[src/rtl/bres_pkg.sv]
`timescale 1ns / 1ps

package bres_pkg;

  localparam int ROW_WIDTH_BITS = 13;
  localparam int ADDR_BITS      = 24;
  localparam int COLOR_BITS     = 32;

  localparam logic [ROW_WIDTH_BITS-1:0] ROW_WIDTH_RESET = 13'd640;

  typedef enum logic {
    MODE_LOAD = 1'b0,
    MODE_STEP = 1'b1
  } mode_t;

  // step directions and major axis of the line in progress
  typedef struct packed {
    logic x_negative;
    logic y_negative;
    logic x_major;
  } line_dir_t;

endpackage

[src/rtl/bres_setup.sv]
`timescale 1ns / 1ps

module bres_setup
  import bres_pkg::*;
#(
  parameter int COORD_BITS = 12
) (
  input  logic [COORD_BITS-1:0] start_x,
  input  logic [COORD_BITS-1:0] start_y,
  input  logic [COORD_BITS-1:0] end_x,
  input  logic [COORD_BITS-1:0] end_y,
  output logic [COORD_BITS:0]   twice_dx,
  output logic [COORD_BITS:0]   twice_dy,
  output logic [COORD_BITS+2:0] err_init,
  output logic [COORD_BITS-1:0] steps_init,
  output line_dir_t             dir
);

  localparam int EW = COORD_BITS + 3;

  logic [COORD_BITS:0]   dx;
  logic [COORD_BITS:0]   dy;
  logic [COORD_BITS:0]   dx_mag;
  logic [COORD_BITS:0]   dy_mag;
  logic [COORD_BITS-1:0] adx;
  logic [COORD_BITS-1:0] ady;

  assign dx = {1'b0, end_x} - {1'b0, start_x};
  assign dy = {1'b0, end_y} - {1'b0, start_y};

  assign dx_mag = dx[COORD_BITS] ? (~dx + 1'b1) : dx;
  assign dy_mag = dy[COORD_BITS] ? (~dy + 1'b1) : dy;
  assign adx    = dx_mag[COORD_BITS-1:0];
  assign ady    = dy_mag[COORD_BITS-1:0];

  assign dir.x_negative = dx[COORD_BITS];
  assign dir.y_negative = dy[COORD_BITS];
  assign dir.x_major    = adx > ady;

  assign twice_dx = {adx, 1'b0};
  assign twice_dy = {ady, 1'b0};

  always_comb begin
    if (dir.x_major) begin
      err_init   = EW'(twice_dy) - EW'(adx);
      steps_init = adx;
    end else begin
      err_init   = EW'(twice_dx) - EW'(ady);
      steps_init = ady;
    end
  end

endmodule

[src/rtl/bres_step.sv]
`timescale 1ns / 1ps

module bres_step
  import bres_pkg::*;
#(
  parameter int COORD_BITS = 12
) (
  input  logic [ROW_WIDTH_BITS-1:0] row_width,
  input  logic [COORD_BITS-1:0]     cur_x,
  input  logic [COORD_BITS-1:0]     cur_y,
  input  logic [COORD_BITS+2:0]     err_term,
  input  logic [COORD_BITS:0]       twice_dx,
  input  logic [COORD_BITS:0]       twice_dy,
  input  logic [COORD_BITS-1:0]     steps_left,
  input  line_dir_t                 dir,
  output logic [COORD_BITS-1:0]     x_next,
  output logic [COORD_BITS-1:0]     y_next,
  output logic [COORD_BITS+2:0]     err_next,
  output logic [COORD_BITS-1:0]     steps_next,
  output logic                      last,
  output logic [ADDR_BITS-1:0]      address
);

  localparam int EW   = COORD_BITS + 3;
  localparam int PW   = ROW_WIDTH_BITS + COORD_BITS;
  localparam int SUMW = (PW + 1 > ADDR_BITS) ? PW + 1 : ADDR_BITS;
  localparam logic [COORD_BITS-1:0] CoordOne = COORD_BITS'(1);

  logic                  err_ge;
  logic [COORD_BITS-1:0] x_stepped;
  logic [COORD_BITS-1:0] y_stepped;
  logic [EW-1:0]         tdx;
  logic [EW-1:0]         tdy;
  logic [PW-1:0]         prod;
  logic [SUMW-1:0]       addr_sum;

  assign last   = steps_left == '0;
  assign err_ge = ~err_term[EW-1];
  assign tdx    = EW'(twice_dx);
  assign tdy    = EW'(twice_dy);

  assign x_stepped = dir.x_negative ? cur_x - CoordOne : cur_x + CoordOne;
  assign y_stepped = dir.y_negative ? cur_y - CoordOne : cur_y + CoordOne;

  always_comb begin
    if (dir.x_major) begin
      x_next   = x_stepped;
      y_next   = err_ge ? y_stepped : cur_y;
      err_next = (err_ge ? err_term - tdx : err_term) + tdy;
    end else begin
      y_next   = y_stepped;
      x_next   = err_ge ? x_stepped : cur_x;
      err_next = (err_ge ? err_term - tdy : err_term) + tdx;
    end
  end

  assign steps_next = steps_left - CoordOne;

  assign prod     = {{COORD_BITS{1'b0}}, row_width} * {{ROW_WIDTH_BITS{1'b0}}, cur_y};
  assign addr_sum = SUMW'(prod) + SUMW'(cur_x);
  assign address  = addr_sum[ADDR_BITS-1:0];

endmodule

[src/rtl/bresenham_line_rasterizer.sv]
`timescale 1ns / 1ps

// Bresenham line rasterizer.
// Input channel (in_valid/in_ready): a request with mode = load sets up a new
// line from start/end points and color and gives no pixel; a request with
// mode = step gives the next pixel of the line, or nothing when no line is
// in progress. A load while a line is running drops that line.
// Output channel (out_valid/out_ready): one pixel with x, y, the framebuffer
// address row_width*y+x (mod 2^24), the color and a last-pixel flag.
// A pixel is registered and presented in the cycle after its step request
// is taken. Throughput: one request per cycle while the output is not stalled;
// the state update is a sign test and two adds and the address one 13 x
// COORD_BITS multiply and add. A stalled receiver holds the output register;
// in_ready drops only while it is full and not taken. row_width is written
// through cfg_wr_en/cfg_wr_data, by the user only while no line is running;
// the block does not enforce this. Reset (rst, synchronous) returns
// row_width to 640, clears the line state and empties the output register.
module bresenham_line_rasterizer
  import bres_pkg::*;
#(
  parameter int COORD_BITS = 12
) (
  input  logic                      clk,
  input  logic                      rst,
  input  logic                      cfg_wr_en,
  input  logic [ROW_WIDTH_BITS-1:0] cfg_wr_data,
  input  logic                      in_valid,
  output logic                      in_ready,
  input  logic                      mode,
  input  logic [COORD_BITS-1:0]     start_x,
  input  logic [COORD_BITS-1:0]     start_y,
  input  logic [COORD_BITS-1:0]     end_x,
  input  logic [COORD_BITS-1:0]     end_y,
  input  logic [COLOR_BITS-1:0]     line_color,
  output logic                      out_valid,
  input  logic                      out_ready,
  output logic [COORD_BITS-1:0]     pixel_x,
  output logic [COORD_BITS-1:0]     pixel_y,
  output logic [ADDR_BITS-1:0]      pixel_address,
  output logic [COLOR_BITS-1:0]     pixel_color,
  output logic                      last_pixel
);

  logic [ROW_WIDTH_BITS-1:0] row_width;
  logic [COORD_BITS-1:0]     cur_x;
  logic [COORD_BITS-1:0]     cur_y;
  logic [COORD_BITS+2:0]     err_term;
  logic [COORD_BITS:0]       twice_dx;
  logic [COORD_BITS:0]       twice_dy;
  logic [COORD_BITS-1:0]     steps_left;
  line_dir_t                 dir;
  logic                      busy;
  logic [COLOR_BITS-1:0]     held_color;

  logic [COORD_BITS:0]       setup_tdx;
  logic [COORD_BITS:0]       setup_tdy;
  logic [COORD_BITS+2:0]     setup_err;
  logic [COORD_BITS-1:0]     setup_steps;
  line_dir_t                 setup_dir;

  logic [COORD_BITS-1:0]     x_next;
  logic [COORD_BITS-1:0]     y_next;
  logic [COORD_BITS+2:0]     err_next;
  logic [COORD_BITS-1:0]     steps_next;
  logic                      step_last;
  logic [ADDR_BITS-1:0]      step_addr;

  logic in_fire;
  logic is_load;
  logic emit;

  assign in_ready = ~out_valid | out_ready;
  assign in_fire  = in_valid & in_ready;
  assign is_load  = mode == MODE_LOAD;
  assign emit     = in_fire & (mode == MODE_STEP) & busy;

  bres_setup #(
    .COORD_BITS(COORD_BITS)
  ) u_setup (
    .start_x   (start_x),
    .start_y   (start_y),
    .end_x     (end_x),
    .end_y     (end_y),
    .twice_dx  (setup_tdx),
    .twice_dy  (setup_tdy),
    .err_init  (setup_err),
    .steps_init(setup_steps),
    .dir       (setup_dir)
  );

  bres_step #(
    .COORD_BITS(COORD_BITS)
  ) u_step (
    .row_width (row_width),
    .cur_x     (cur_x),
    .cur_y     (cur_y),
    .err_term  (err_term),
    .twice_dx  (twice_dx),
    .twice_dy  (twice_dy),
    .steps_left(steps_left),
    .dir       (dir),
    .x_next    (x_next),
    .y_next    (y_next),
    .err_next  (err_next),
    .steps_next(steps_next),
    .last      (step_last),
    .address   (step_addr)
  );

  always_ff @(posedge clk) begin
    if (rst) begin
      row_width <= ROW_WIDTH_RESET;
    end else if (cfg_wr_en) begin
      row_width <= cfg_wr_data;
    end
  end

  always_ff @(posedge clk) begin
    if (rst) begin
      cur_x      <= '0;
      cur_y      <= '0;
      err_term   <= '0;
      twice_dx   <= '0;
      twice_dy   <= '0;
      steps_left <= '0;
      dir        <= '0;
      busy       <= 1'b0;
      held_color <= '0;
    end else if (in_fire && is_load) begin
      cur_x      <= start_x;
      cur_y      <= start_y;
      err_term   <= setup_err;
      twice_dx   <= setup_tdx;
      twice_dy   <= setup_tdy;
      steps_left <= setup_steps;
      dir        <= setup_dir;
      busy       <= 1'b1;
      held_color <= line_color;
    end else if (emit) begin
      if (step_last) begin
        busy <= 1'b0;
      end else begin
        cur_x      <= x_next;
        cur_y      <= y_next;
        err_term   <= err_next;
        steps_left <= steps_next;
      end
    end
  end

  always_ff @(posedge clk) begin
    if (rst) begin
      out_valid <= 1'b0;
    end else if (in_fire) begin
      out_valid <= emit;
    end else if (out_ready) begin
      out_valid <= 1'b0;
    end
  end

  always_ff @(posedge clk) begin
    if (emit) begin
      pixel_x       <= cur_x;
      pixel_y       <= cur_y;
      pixel_address <= step_addr;
      pixel_color   <= held_color;
      last_pixel    <= step_last;
    end
  end

  a_load_arms: assert property (@(posedge clk) disable iff (rst)
    in_fire && is_load |=> busy && !out_valid)
    else $error("load request did not arm a line");

  a_last_ends: assert property (@(posedge clk) disable iff (rst)
    emit && step_last |=> !busy && out_valid && last_pixel)
    else $error("final pixel did not end the line");

  a_idle_tick: assert property (@(posedge clk) disable iff (rst)
    in_fire && !is_load && !busy |=> !busy && !out_valid && $stable(cur_x) && $stable(cur_y))
    else $error("idle step request changed state or gave a pixel");

  a_stall_blocks: assert property (@(posedge clk) disable iff (rst)
    out_valid && !out_ready |-> !in_ready)
    else $error("request taken while output register is stalled");

endmodule
[config.mk]
export PLATFORM = sky130hd
export DESIGN_NAME = bresenham_line_rasterizer
export DESIGN_NICKNAME = d
export VERILOG_FILES = /design/src/rtl/bres_pkg.sv /design/src/rtl/bres_setup.sv /design/src/rtl/bres_step.sv /design/src/rtl/bresenham_line_rasterizer.sv
export SDC_FILE = /design/constraint.sdc
export NUM_CORES = 1
export LEC_CHECK = 0
export ABC_AREA = 1
export BUFFER_PORTS_ARGS = -buffer_cell sky130_fd_sc_hd__buf_2
export CORE_UTILIZATION = 46
export DETAILED_ROUTE_END_ITERATION = 16
export HOLD_SLACK_MARGIN = 0.1
export PLACE_DENSITY_LB_ADDON = 0.2
export SYNTH_ARGS = -nofsm -noshare
export SYNTH_HDL_FRONTEND = slang
export SYNTH_SLANG_ARGS = --single-unit
[constraint.sdc]
create_clock -name clk -period 15.6 [get_ports clk]
set_input_delay 3.12 -clock clk [delete_from_list [all_inputs] [get_ports clk]]
set_output_delay 3.12 -clock clk [all_outputs]
set_load 0.02 [all_outputs]
==> results.py <==
metrics = {
    "sta": {
        "final_max_slew_viol_count": 0,
        "tns_ns": 0,
        "hold_viol_final": 0,
        "finalClockSkew_ns": 0.0300,
        "hold-worst-slack_ns": 0.420,
        "layout_min_cycle_time_ns": 7.51,
        "setup_viol_count_final": 0,
        "tightest_slew_ns": 1.00,
        "fmax_ghz": 0.133,
        "fin_crit_sh": 0.481,
        "rsz0062_at_grt": "no",
        "relSlewSlack": 0.329,
        "setup_slack_ns": 8.09,
    },
    "status": {
        "status": "complete, no violations",
    },
    "global_routing": {
        "grt_pass1_wl_um": 92800,
        "grtUsageTotal": 0.264,
        "grt_max_degree": 68,
        "antenna_found_initial": 1,
        "grt_pass1_vias": 17900,
        "grt_overflow": 0,
    },
    "synth": {
        "synthCells": 2726,
        "synth_top_cell_area_share": 0.130,
        "syn_area_per_cell_um2": 7.34,
        "ys_seq_area_frac": 0.246,
        "netlist_area_mm2": 0.0200,
        "ys.flop_type": "dfxtp_1",
        "synth_cell_types": 54,
        "synth_area_leaders": "fa_1 (13%), dfxtp_1 (12%), ha_1 (12%), edfxtp_1 (12%), nand2_1 (11%)",
        "ys_seq_elements": 205,
        "synthArstFlopShare": 0,
        "synth_most_common_cell": "nand2_1",
        "ys.warnings.count": 0,
        "synth_edf_count": 81,
        "synth_common_cells": "nand2_1 (572), inv_1 (553), a21oi_1 (222)",
        "synth_top_cell_by_area": "fa_1",
        "synth_nets": 3152,
    },
    "critical_path": {
        "crit_top_cell": "nand2_1",
        "critical-path-max-stage-delay_ns": 0.79,
        "rr_worst_depth": 22,
        "critPathCaptureType": "register",
        "rrSetupSlack_ns": 9.77,
        "cp-start-kind": "input pin",
        "crit_type": "input pin to register",
        "setup.worst_path.start": "end_x[0]",
        "cp.arrival_ns": 7.93,
        "crit_fanout": 12,
        "r2r_start": "cur_y[3]",
        "rr_endpoint": "pixel_address[22]",
        "slowest_stage": "nor2_1",
        "crit_required_ns": 16.02,
        "endpoint": "err_term[4]",
    },
    "pwr": {
        "p_clk_frac": 0.220,
        "ir_worst_vdd_uv": 105,
        "power.density_mw_per_mm2": 118,
        "internal_power_uw": 1440,
        "seqPwrFrac": 0.256,
        "swShare": 0.453,
        "p_comb_frac": 0.524,
        "p_switching_uw": 1190,
        "p_leak_uw": 0.0118,
    },
    "clocking": {
        "cts-resized-gates": 0,
        "cts_max_level": 1,
        "root_buffer": "clkbuf_16",
        "clk_pin_slew_ns": 0.06,
        "clock_latency_ns": 0.57,
        "cts_max_path_buffers": 3,
        "postCtsHoldBufs": 0,
        "cts_tree": "built",
        "post_cts_buffers": 0,
        "cts_made_buffers": 26,
        "clock-sinks": 205,
    },
    "route": {
        "routedWlPerCell_um": 16.7,
        "vias": 18300,
        "dr.pass1.iters": 8,
        "detail-route-antenna-nets": 0,
        "viasPerCell": 5.28,
        "drcViolationCount": 0,
        "routed_wl_um": 57900,
        "drt_iter0_markers": 1260,
    },
    "floorplan": {
        "start_util": 0.466,
        "fp.dieW_um": 211,
        "num_rows": 76,
        "core_mm2": 0.0430,
        "die-area_mm2": 0.0443,
        "io_pins": 182,
        "die_y_um": 211,
    },
    "layout": {
        "n_fill_cell": 4271,
        "multiInputGateArea_mm2": 0.0127,
        "final_cell_area_mm2": 0.0222,
        "nets": 3291,
        "regArea_mm2": 0.00491,
        "area_delta_synth_final_pct": 11.1,
        "drive_gt1_frac": 0.0981,
    },
    "placement": {
        "routabilityCongestion": 0.973,
        "place_area_mm2": 0.0214,
        "portBuffers": 181,
        "dp_hpwl_um": 45900,
        "place_ws_ns": 7.60,
    },
    "min_path": {
        "hold_path.class": "register to register",
        "hp-start": "held_color[10]",
    },
    "run": {
        "max_cap_viol_count": 0,
    },
}
## cell usage in the layout (no fill, tap or decap), types with 10 or more instances in the layout
cell and instances:
nand2_1 572, inv_1 550, a21oi_1 222, o21ai_0 201
ha_1 197, nor2_1 184, buf_2 181, fa_1 130
nand3_1 124, dfxtp_1 124, edfxtp_1 81, xor2_1 58
clkbuf_16 27, nand4_1 23, xnor2_1 23, nor3_1 22
a31oi_1 14, or2_2 13, o211ai_1 13, o21bai_1 10
o221ai_1 10
## power groups by stage
stage | Clock [uW] | Combinational, uW | Sequential (uW)
after global placement | 0 | 1330 | 684
after floorplan | 0 | 1040 | 651
after detailed placement | 0 | 1360 | 685
final | 578 | 1380 | 674
after global routing | 613 | 1560 | 680
after CTS | 593 | 1370 | 673
## kinds of logic (layout without fill, tap and decap cells)
family,count (synthesis),count (layout),synth area share
and+or+nand+nor,962,962,0.200
xor gates and xnor gates,89,89,0.0420
other,0,1,0
DFF,205,205,0.246
buffers and inverters,639,798,0.121
adders and majority gates,327,327,0.253
AOI/OAI and AO/OA,504,504,0.137
## critical path: cells and delay by family
kind	cells	cell delay [ns]
AO/OA/AOI/OAI	3	0.45
adder cells (fa/ha/maj)	4	1.12
buffers and inverters	6	0.73
AND/OR/NAND/NOR	15	2.52
## metal layers
metal	track usage	up-vias	share of wire
met5	0	-	0
met4	0.107	0	0.042
met3	0.0259	122	0.049
met2	0.468	528	0.49
met1	0.327	8684	0.42
li1	-	8991	-
## state kept, by name (all words and copies together) (netlist names), 13 cells and up
register       flops
held_color        32
pixel_color       32
pixel_address     24
err_term          14
row_width         13
## stage by stage
step	total power [uW]	util	instances
finish	2630	0.517	3471
global route	2850	0.517	3471
floorplan	1690	-	2726
detailed placement	2040	0.498	3422
global placement	2020	0.498	3422
CTS	2630	0.517	3470
## cell type report
| cell class | instances | area share |
|---|---|---|
| Timing Repair Buffer | 189 | 0.0435 |
| Sequential cell | 205 | 0.221 |
| Clock buffer | 37 | 0.0334 |
| Clock inverter | 11 | 0.00377 |
| Multi-Input combinational cell | 1882 | 0.570 |
| Antenna cell | 1 | 0.000113 |
| Tap cell | 585 | 0.0329 |
| Inverter | 561 | 0.0951 |
## worst min path at each step
stage	endpoint	slack, ns	cells past startpoint
after floorplan	pixel_color[0]	0.40	0
after global placement	pixel_color[1]	0.41	0
after detailed placement	pixel_color[13]	0.41	0
after CTS	pixel_color[10]	0.42	0
after global routing	pixel_color[13]	0.43	0
final	pixel_color[10]	0.42	0
No activity file was read; power rests on OpenSTA's default activity.
